## config.mk

```make
export PLATFORM = sky130hd
export DESIGN_NAME = lge_ram
export DESIGN_NICKNAME = d
export VERILOG_FILES = /design/src/design/lge_ram.sv
export SDC_FILE = /design/constraint.sdc
export NUM_CORES = 1
export LEC_CHECK = 0
export BUFFER_PORTS_ARGS = -buffer_cell sky130_fd_sc_hd__buf_2
export CAP_MARGIN = 25
export CORE_ASPECT_RATIO = 0.8
export CORE_MARGIN = 4
export CORE_UTILIZATION = 50
export DETAILED_ROUTE_END_ITERATION = 8
export HOLD_SLACK_MARGIN = 0.05
export PLACE_DENSITY = 0.72
export RECOVER_POWER = 100
export SYNTH_ARGS = -nofsm -noshare
export SYNTH_HDL_FRONTEND = slang
export SYNTH_SLANG_ARGS = --single-unit
```

## constraint.sdc

```tcl
create_clock -name clk -period 2.3 [get_ports clk]
set_input_delay 0.46 -clock clk [delete_from_list [all_inputs] [get_ports clk]]
set_output_delay 0.46 -clock clk [all_outputs]
set_load 0.01 [all_outputs]
```

## src/design/lge_ram.sv

```systemverilog
// ----------------------------------------------------------------------------
// lge_ram: generic single-write, single-read memory
// One write port and one read port, read data registered.
// ----------------------------------------------------------------------------
module lge_ram #(
    parameter int WIDTH = 8,
    parameter int DEPTH = 16
) (
    input  logic                     clk,
    input  logic                     we,
    input  logic [$clog2(DEPTH)-1:0] waddr,
    input  logic [WIDTH-1:0]         wdata,
    input  logic                     re,
    input  logic [$clog2(DEPTH)-1:0] raddr,
    output logic [WIDTH-1:0]         rdata
);

    logic [WIDTH-1:0] mem [DEPTH];

    // write port
    always_ff @(posedge clk)
    begin
        if (we)
        begin
            mem[waddr] <= wdata;
        end
    end

    // registered read port
    always_ff @(posedge clk)
    begin
        if (re)
        begin
            rdata <= mem[raddr];
        end
    end

endmodule

```

### Word level (Yosys, flattened, before mapping)

Memory sizes are Yosys's and may differ from the RTL's. A register that Yosys moved wholly into a read port is not among the register bits.
Index checks and enable logic that the tools add are counted.

* memories kept: 1
* logic and storage cells: 3
* RAM bits: 128
* output and inout bits: 8
* flip-flop bits (word level): 0

Memories
* mem: depth 16, bits a word 8, read ports 1, clocked after Yosys merged registers in 1, wr ports 1, RTL line 18 `logic [WIDTH-1:0] mem [DEPTH];`

* muxes and demuxes: 2

Operators with widths (number)
* $mux 1: 2

### Longest topological paths before layout

* depth after elaboration: 2
* gate-level depth with buffers: 5

### Worst setup path after synthesis

OpenSTA, ideal clock, no wires.

* path kind: input -> register
* start point: in waddr[2]
* end point: mem mem[0][0] (enable)
* data arrival time: 1.570 ns
* stages on the path: 2
* path buffers: 0
* path slack: 0.347 ns
* setup time: 0.383 ns
* cell sequence: or3b_2 -> nor3_1

RTL lines
* start, declared: RTL line 11 `input logic [$clog2(DEPTH)-1:0] waddr,`
* end, declared: RTL line 18

Straight into the memory's write port.

### Final worst setup path

* start point: in waddr[2]
* end point: mem mem[0][0] (enable)

Straight into the memory's write port.

==> metrics.log <==
INFO  metric yosysTopAreaCell = edfxtp_1
INFO  metric syn_to_final_growth = 18.14%
INFO  metric status = finished, final reports clean
INFO  metric synthSimpleGateAreaFrac = 3.135%
INFO  metric finalHoldViolations = 0
INFO  metric post_synth_inst_count = 229
INFO  metric power-per-cell-area = 952.4 mW/mm²
INFO  metric post-route-util = 60.31%
INFO  metric grt_max_degree = 17
INFO  metric number_of_diodes = 0
INFO  metric syn-cell-area = 0.005228 mm²
INFO  metric nets = 305
INFO  metric yosys_most_used_dff = edfxtp_1
INFO  metric height_of_the_die = 99.46 µm
INFO  metric setup_repair_after_global_routing_missed_its_margin = no
INFO  metric hold_worst_slack = 0.5510 ns
INFO  metric worst_path_most_repeated_cell = clkbuf_1
INFO  metric tightestPinTransition = 0.6870 ns
INFO  metric route.vias.total = 2,495
INFO  metric kind_of_capture_point_of_the_worst_setup_path = register
INFO  metric syn_nets = 248
INFO  metric numCtsBuffers = 17
INFO  metric h-tree-depth = 4
INFO  metric yosys.cell_count.top_type = edfxtp_1
INFO  metric routed_via_density = 5.683
INFO  metric groute.layer.met2.usage = 26.56%
INFO  metric final.min_clock_period = 1.698 ns
INFO  metric ys_async_sr_fraction = 0%
INFO  metric grt_pass1_vias = 2,598
INFO  metric ys_top_cells_by_count = edfxtp_1, mux4_2, a22oi_1
INFO  metric detailed_route_drc_error_count = 0
INFO  metric routed_wire_length_per_instance = 23.13 µm
INFO  metric tritoncts = done
INFO  metric dp.cells = 407
INFO  metric cts_post_setup_buffers_inserted = 0
INFO  metric grt-busiest-layer = met2
INFO  metric setup_violations = 0
INFO  metric fin_crit_sh = 73.83%
INFO  metric synth_xor_xnor_area_share = 0%
INFO  metric yosys_warnings = 0
INFO  metric synth_edf_count = 136
INFO  metric netlist-cell-type-count = 18
INFO  metric cp_cell_sequence = clkbuf_1 > or3b_2 > nor3_1 > clkbuf_1
INFO  metric boundaryPins = 27
INFO  metric slew_headroom = 54.20%
INFO  metric p_leak = 2.016 nW
INFO  metric gpl.final_weighted_congestion = 0.7324
INFO  metric crit_path_buffers_inverters = 2
INFO  metric cts.reportedPaths.clkPinSlew = 0.06 ns
INFO  metric grt_pass1_wl = 15,370 µm
INFO  metric clock_path_buffers = 2
INFO  metric report.power.total = 0.005882 W
INFO  metric grt.total_usage = 18.27%
INFO  metric number_of_antenna_violations_at_the_first_check_in_global_routing = 0
INFO  metric synth_compound_gate_area_share = 2.298%
INFO  metric worst_path_largest_cell_delay = 0.52 ns
INFO  metric fmax = 0.5889 GHz
INFO  metric cts-resized-gates = 0
INFO  metric synth.area.mux_share = 14.79%
INFO  metric antenna_left = 0
INFO  metric port_buffers = 26
INFO  metric placementRows = 33
INFO  metric worstHoldPathType = input port to register
INFO  metric grt_util_met3 = 5.685%
INFO  metric global_route.usage.met1 = 26.28%
INFO  metric finalNonFillerCells = 439
INFO  metric tritoncts_num_sinks = 136
INFO  metric setup.reg_to_reg.worst_slack = 0.79 ns
INFO  metric max_capacitance_violation_count = 0
INFO  metric floorplan.die_area = 0.01217 mm²
INFO  metric critical_path.top_delay_family = simple AND/OR/NAND/NOR gates
INFO  metric placeableCoreArea = 0.01024 mm²
INFO  metric dpl.hpwl = 6439 µm
INFO  metric worst_path_max_delay_cell = or3b_2
INFO  metric clk_lat_worst_skew = 0.41 ns
INFO  metric vdd.ir_drop.worst = 0.6186 mV
INFO  metric initial_core_utilization = 51.05%
INFO  metric critical_path_peak_fanout = 8
INFO  metric critical_path.startpoint_type = input port
INFO  metric yosys.area.top_type_share = 78.12%
INFO  metric drt_pass1_iterations = 4
INFO  metric syn_area_per_cell = 22.83 µm²
INFO  metric master_cell_of_the_clock_root_buffer = clkbuf_16
INFO  metric die_w = 122.3 µm
INFO  metric detail_route.wirelength = 10,150 µm
INFO  metric seq_area_frac_synth = 78.12%
INFO  metric drt_iter0_drc = 291
INFO  metric final_max_slew_viol_count = 0
INFO  metric crit_required = 2.34 ns
INFO  metric synth.ff_latch_count = 136
INFO  metric finalClockSkew = 0.005967 ns
INFO  metric hold_buffers = 0
INFO  metric post_synth_main_area_contributors = edfxtp_1, mux4_2, mux4_1, a22oi_1, nor2_1
INFO  metric crit_type = input port to register
INFO  metric yosys.area_share.adder = 0%
INFO  metric synth_top_family_by_area = multiplexers
INFO  metric fin_setup_tns = 0 ns
INFO  metric arrival = 1.74 ns
INFO  metric grt.overflow.total = 0
INFO  metric drive_above_1_share = 20.74%
==> cell type report <==
class | instances | area (µm²)
timing repair buffer | 48 | 235.2
tap | 140 | 175.2
multi-input combinational | 83 | 1057
fill | 759 | 4064
clock buffer | 17 | 425.4
sequential | 136 | 4084
clock inverter | 15 | 198.9
==> per-layer routing <==
| metal | part of all wire, % | vias to the layer above | wire [µm] |
|---|---|---|---|
| met2 | 47 | 99 | 4817 |
| met5 | 0 | - | 0 |
| met3 | 9.1 | 17 | 927 |
| li1 | - | 1100 | - |
| met4 | 1.9 | 0 | 190 |
| met1 | 42 | 1279 | 4217 |
==> report_power, final <==
part	switching, W	total [W]	internal (W)
combinational	0.000148	0.000250	0.000102
sequential	0.0000173	0.00281	0.00279
clock	0.00100	0.00282	0.00182
total	0.00117	0.00588	0.00471
==> path summary, 6_finish.rpt <==
kind	to	cells past startpoint	from
max reg2reg	rdata[3]	3	mem[10][3]
max	mem[0][0]	4	waddr[2]
min reg2reg	rdata[0]	3	mem[0][0]
min	rdata[0]	1	re
==> through the flow <==
step / cell area, µm² / setup WS (ns)
after global placement: 5637 / 0.1779
after CTS: 6261 / 0.6043
final: 6176 / 0.6018
after detailed placement: 5637 / 0.1685
after floorplan: 5228 / 0.3471
after global routing: 6176 / 0.5538
==> sequential cells by signal (all words and copies together), names as in the netlist <==
| register | cells |
|---|---|
| rdata | 8 |
| mem | 128 |
==> worst reg2reg max path, cell delays in order (launching register included) <==
cell and delay (ns):
edfxtp_1 0.37, mux4_1 0.50, a22oi_1 0.27, nand2_1 0.10
==> layout by cell type (no fill, tap or decap) <==
cell type	count
nand2_1	9
mux4_1	14
nand2b_1	2
inv_6	3
or3b_2	1
mux4_2	18
and2b_1	1
edfxtp_1	136
nor2b_1	1
clkbuf_1	36
nand3_1	1
clkinv_1	1
nand3b_1	2
clkinv_2	3
nor3_1	4
bufinv_16	4
buf_12	2
and2_1	1
a22oi_1	16
clkbuf_16	17
buf_2	6
nor2_1	13
clkinvlp_4	1
buf_4	4
clkinv_4	3
==> kinds of logic (layout without fill, tap and decap cells) <==
| family | after synthesis | after routing |
|---|---|---|
| buffers and inverters | 10 | 80 |
| muxes | 32 | 32 |
| AOI/OAI and AO/OA | 16 | 16 |
| DFF | 136 | 136 |
| and+or+nand+nor | 35 | 35 |
Note: power is estimated with default switching activity, not from simulation.
