$ cat config.mk
export PLATFORM = sky130hd
export DESIGN_NAME = lge_rule
export DESIGN_NICKNAME = d
export VERILOG_FILES = /design/src/design/lge_pkg.sv /design/src/design/lge_rule.sv
export SDC_FILE = /design/constraint.sdc
export NUM_CORES = 1
export LEC_CHECK = 0
export BUFFER_PORTS_ARGS = -buffer_cell sky130_fd_sc_hd__buf_2
export CORE_AREA = 2 2 39 41
export DETAILED_ROUTE_END_ITERATION = 7
export DIE_AREA = 0 0 41 43
export PLACE_DENSITY = 0.33
export REMOVE_ABC_BUFFERS = 1
export SETUP_SLACK_MARGIN = 0.2
export SLEW_MARGIN = 20
export SYNTH_ARGS = -nofsm -noshare
export SYNTH_HDL_FRONTEND = slang
export SYNTH_SLANG_ARGS = --single-unit
export TNS_END_PERCENT = 1
$ cat constraint.sdc
create_clock -name vclk -period 6.77
set_input_delay 0.677 -clock vclk [all_inputs]
set_output_delay 0.677 -clock vclk [all_outputs]
set_load 0.03 [all_outputs]
$ cat src/design/lge_pkg.sv
// ----------------------------------------------------------------------------
// lge_pkg: shared types and constants of the life generation engine
// Board geometry, command codes, register indexes and the neighbourhood
// bundle passed between the sequencer and the rule unit.
// ----------------------------------------------------------------------------
package lge_pkg;

    // Board geometry, fixed by the payload field widths
    localparam int MAX_COLUMNS = 64;
    localparam int MAX_ROWS    = 64;
    localparam int COL_W       = $clog2(MAX_COLUMNS);
    localparam int ROW_W       = $clog2(MAX_ROWS);
    localparam int SIZE_W      = COL_W + 1;
    localparam int MIN_SIZE    = 3;
    localparam int GEN_W       = 16;

    // Board storage: one memory row holds one board row, two buffers stacked
    localparam int RAM_DEPTH   = 2 * MAX_ROWS;
    localparam int RAM_AW      = ROW_W + 1;

    // Configuration port
    localparam int CFG_IDX_W   = 1;
    localparam logic [CFG_IDX_W-1:0] REG_BOARD_COLUMNS = 1'b0;
    localparam logic [CFG_IDX_W-1:0] REG_BOARD_ROWS    = 1'b1;
    localparam logic [SIZE_W-1:0]    COLUMNS_RESET     = SIZE_W'(24);
    localparam logic [SIZE_W-1:0]    ROWS_RESET        = SIZE_W'(14);

    typedef logic [MAX_COLUMNS-1:0] row_t;

    typedef enum logic [2:0] {
        CMD_WRITE   = 3'd0,
        CMD_TOGGLE  = 3'd1,
        CMD_CLEAR   = 3'd2,
        CMD_ADVANCE = 3'd3,
        CMD_READ    = 3'd4
    } command_t;

    // Eight wrapped neighbours plus the cell itself
    typedef struct packed {
        logic [7:0] neighbours;
        logic       centre;
    } nbhd_t;

endpackage

$ cat src/design/lge_rule.sv
// ----------------------------------------------------------------------------
// lge_rule: neighbour count and survival rule
// Counts live neighbours of one cell and gives its state in the next
// generation: keep on two, live on three, dead otherwise.
// ----------------------------------------------------------------------------
module lge_rule (
    input  lge_pkg::nbhd_t nbhd,
    output logic           cell_next
);
    import lge_pkg::*;

    logic [3:0] count;

    // population count over the eight neighbours
    always_comb
    begin
        count = '0;
        for (int i = 0; i < 8; i++)
        begin
            count = count + 4'(nbhd.neighbours[i]);
        end
    end

    // rule
    always_comb
    begin
        case (count)
            4'd2:    cell_next = nbhd.centre;
            4'd3:    cell_next = 1'b1;
            default: cell_next = 1'b0;
        endcase
    end

endmodule

# Word-level counts from Yosys, hierarchy flattened
# Index checks and enable logic that the tools add are counted.
# op_classes
shift	0
n_div	0
mul	0
order_cmp	0
n_addsub	7
n_bitwise	0
n_mux	1
eq_ne	2
reduce_logical	0
# op_table
op	count
$add A4 B1 Y4	4
$eq A4 B2 Y1 const B	2
$add A3 B1 Y4	1
$add A2 B1 Y3	1
$add A1 B1 Y2	1
$pmux W1 S2	1
# word_totals
ff_bits	0
rom_bits	0
n_memories	0
inputBits	9
latchBits	0
ram_bits	0
output_inout_bits	1

# Longest topological paths before layout
# logic_depth
word_depth	9
mapped_depth	9
ltp_nobuf	9

# Least setup slack after synthesis
# Ideal clock, no wire load.
# synth_path
path_kind	input -> output
startpoint	in nbhd[1] (netlist name)
endpoint	out cell_next
path_stages	9
n_path_buf	0
slack_ps	2635
arrival_time_ps	3458
t_required_ps	6093
cell_sequence	inv_1 fa_1 fa_1 fa_1 inv_1 ha_1 fa_1 or2_0 a21oi_1
# synth_via
elab_chain_len	9
word_cells_on_any_way	10
cone_classes	7 x add/sub; 2 x eq/ne; 1 x mux
# synth_rtl
item	line	text
start: declaration	lge_rule.sv:7	input lge_pkg::nbhd_t nbhd,
$add A1 B1 Y2 *	lge_rule.sv:20	count = count + 4'(nbhd.neighbours[i]);
$add A2 B1 Y3 *	lge_rule.sv:20	
$add A3 B1 Y4 *	lge_rule.sv:20	
$add A4 B1 Y4 * (4 in series)	lge_rule.sv:20	
$eq A4 B2 Y1	lge_rule.sv:27	case (count)
$pmux W1 S2 *	lge_rule.sv:27	
end: declaration	lge_rule.sv:8	output logic cell_next
# Every way passes the cells marked *; elsewhere a longest branch is shown, timed or not.

# Worst setup path in the final report
# Ends and elaborated chain as after synthesis.

==> impl_metrics.env <==
export IMPL_status="finished clean"
export IMPL_mostFrequentLayoutCells="11 x inv_1, 10 x buf_2, 4 x fa_1"
export IMPL_pin_count=10
export IMPL_wl_per_cell_um=5.73
export IMPL_hold_worst_slack_ps=1800
export IMPL_antenna_found_initial=0
export IMPL_cp_end_kind="output port"
export IMPL_row_count=14
export IMPL_postSynthCellCount=23
export IMPL_dr_pass1_iters=1
export IMPL_clkbuf_count=0
export IMPL_drv_cap=0
export IMPL_seq_cells=0
export IMPL_ctsResizeCount=0
export IMPL_drc=0
export IMPL_p_leak_nw=0.158
export IMPL_finalPower_uw=33.3
export IMPL_die_h_um=43
export IMPL_n_fill_cell=165
export IMPL_finalMaxSlewViolations=0
export IMPL_synth_distinct_cells=7
export IMPL_cp_common_cell="fa_1"
export IMPL_vdd_drop_max_uv=26.7
export IMPL_track_usage_pct=4.12
export IMPL_max_freq_ghz=0.245
export IMPL_post_cts_setup_buffers=0
export IMPL_pre_cts_ws_ps=2670
export IMPL_port_buffers=10
export IMPL_fin_crit_sh_pct=60.4
export IMPL_grt_pass1_vias=158
export IMPL_synth_top_area_share_pct=43.2
export IMPL_stdcell_count=49
export IMPL_gp_congestion=0.549
export IMPL_timing_final_ws_setup_ps=2680
export IMPL_grt_setup_unrepaired="false"
export IMPL_period_needed_ps=4090
export IMPL_synth_warnings=0
export IMPL_synth_top_cell_by_area="fa_1"
export IMPL_synth_area_leaders="fa_1 43%, inv_1 22%, ha_1 20%"
export IMPL_avgSynthCellArea_sq_um=8.05
export IMPL_crit_path_top_delay_cell="fa_1"
export IMPL_finalSetupViolCount=0
export IMPL_min_to="cell_next"
export IMPL_drtIter0Drc=0
export IMPL_relSlewSlack_pct=89.3
export IMPL_netlist_area_sq_um=185
export IMPL_seq_area_sq_um=0
export IMPL_grt_pass1_wl_um=558
export IMPL_critPathRequiredTime_ps=6090
export IMPL_holdPathStages=4
export IMPL_vias=156
export IMPL_worstPathMaxFanout=2
export IMPL_dp_cells=49
export IMPL_power_density_mw_per_mm2=130
export IMPL_cp_slowest_stage_delay_ps=550
export IMPL_cp_arrival_ps=3410
export IMPL_seq_area_frac_synth_pct=0
export IMPL_startpoint_type="primary input"
export IMPL_nets=51
export IMPL_n_antenna_cell=0
export IMPL_ant_nets=0
export IMPL_vias_per_cell=3.18
export IMPL_holdCritStartpoint="nbhd[0]"
export IMPL_worstMarginPinSlew_ps=159
export IMPL_wirelength_um=281
export IMPL_finalSetupTns_ps=0
export IMPL_post_route_cells_drive_above_1_share_pct=30.3
export IMPL_hold_viol=0
export IMPL_grt_max_degree=3
export IMPL_grt_ovfl_total=0
export IMPL_hold_path_class="in -> out"
export IMPL_fp_coreArea_sq_mm=0.00138
export IMPL_crit_chain="buf_2 -> inv_1 -> fa_1 -> fa_1 -> fa_1 -> inv_1 -> ha_1 -> fa_1 -> or2_0 -> a21oi_1 -> buf_2"
export IMPL_crit_start="nbhd[1]"
export IMPL_layout_commonest_cell="inv_1"
export IMPL_die_area_sq_mm=0.00176
export IMPL_dieWidth_um=41
export IMPL_cts_hold_repair_buffers=0
export IMPL_start_util_pct=13.4
export IMPL_path_class="in -> out"
export IMPL_synthToLayoutAreaGrowth_pct=37.8
## final cells by class
cell class	instances	area, sq um	area share (%)
Timing Repair Buffer	10	50.0	19.6
Multi-Input combinational cell	12	144	56.4
Inverter	11	41.3	16.2
Tap cell	16	20.0	7.84
## metrics by stage
stage	cell area, sq um	utilization, %
2_1_floorplan	185	-
3_3_place_gp	255	18.4
3_5_place_dp	255	18.4
4_1_cts	255	18.4
5_1_grt	255	18.4
6_report	255	18.4
## metal layers
metal | routed length, um | part of all wire (%) | vias up | global-route usage (%)
li1 | - | - | 85 | -
met1 | 128 | 46 | 65 | 5.50
met2 | 125 | 44 | 6 | 7.50
met3 | 27 | 9.6 | 0 | 0
met4 | 0 | 0 | 0 | 0
met5 | 0 | 0 | - | 0
## synth_stat cells
master	instances
o21ai_0	1
a21oi_1	2
or2_0	1
inv_1	11
nand3_1	1
fa_1	4
ha_1	3
## worst max-delay path: cells and delay by family
| family | cells | cell delay, ps |
|---|---|---|
| AOI/OAI and AO/OA | 1 | 130 |
| adders and majority gates | 5 | 2030 |
| buffers and inverters | 4 | 350 |
| and+or+nand+nor | 1 | 210 |
## where the power goes
| group | leakage, nW | internal (mW) | switching (mW) |
|---|---|---|---|
| Sequential | 0 | 0 | 0 |
| Combinational | 0.158 | 0.0142 | 0.0191 |
| Clock | 0 | 0 | 0 |
| Total | 0.158 | 0.0142 | 0.0191 |
## cells by family after synthesis
| group | count (synthesis) | share of synthesized area, % |
|---|---|---|
| fa+ha+maj | 7 | 63.5 |
| compound gates | 3 | 8.11 |
| simple gates | 2 | 6.08 |
| buf+inv | 11 | 22.3 |
## worst max-delay path by stage
stage	endpoint	cells past startpoint	slack, ps
floorplan	cell_next	9	2630
global placement	cell_next	11	2660
detailed placement	cell_next	11	2670
CTS	cell_next	11	2660
global route	cell_next	11	2560
finish	cell_next	11	2680
Power figures use the tool's default switching activity.
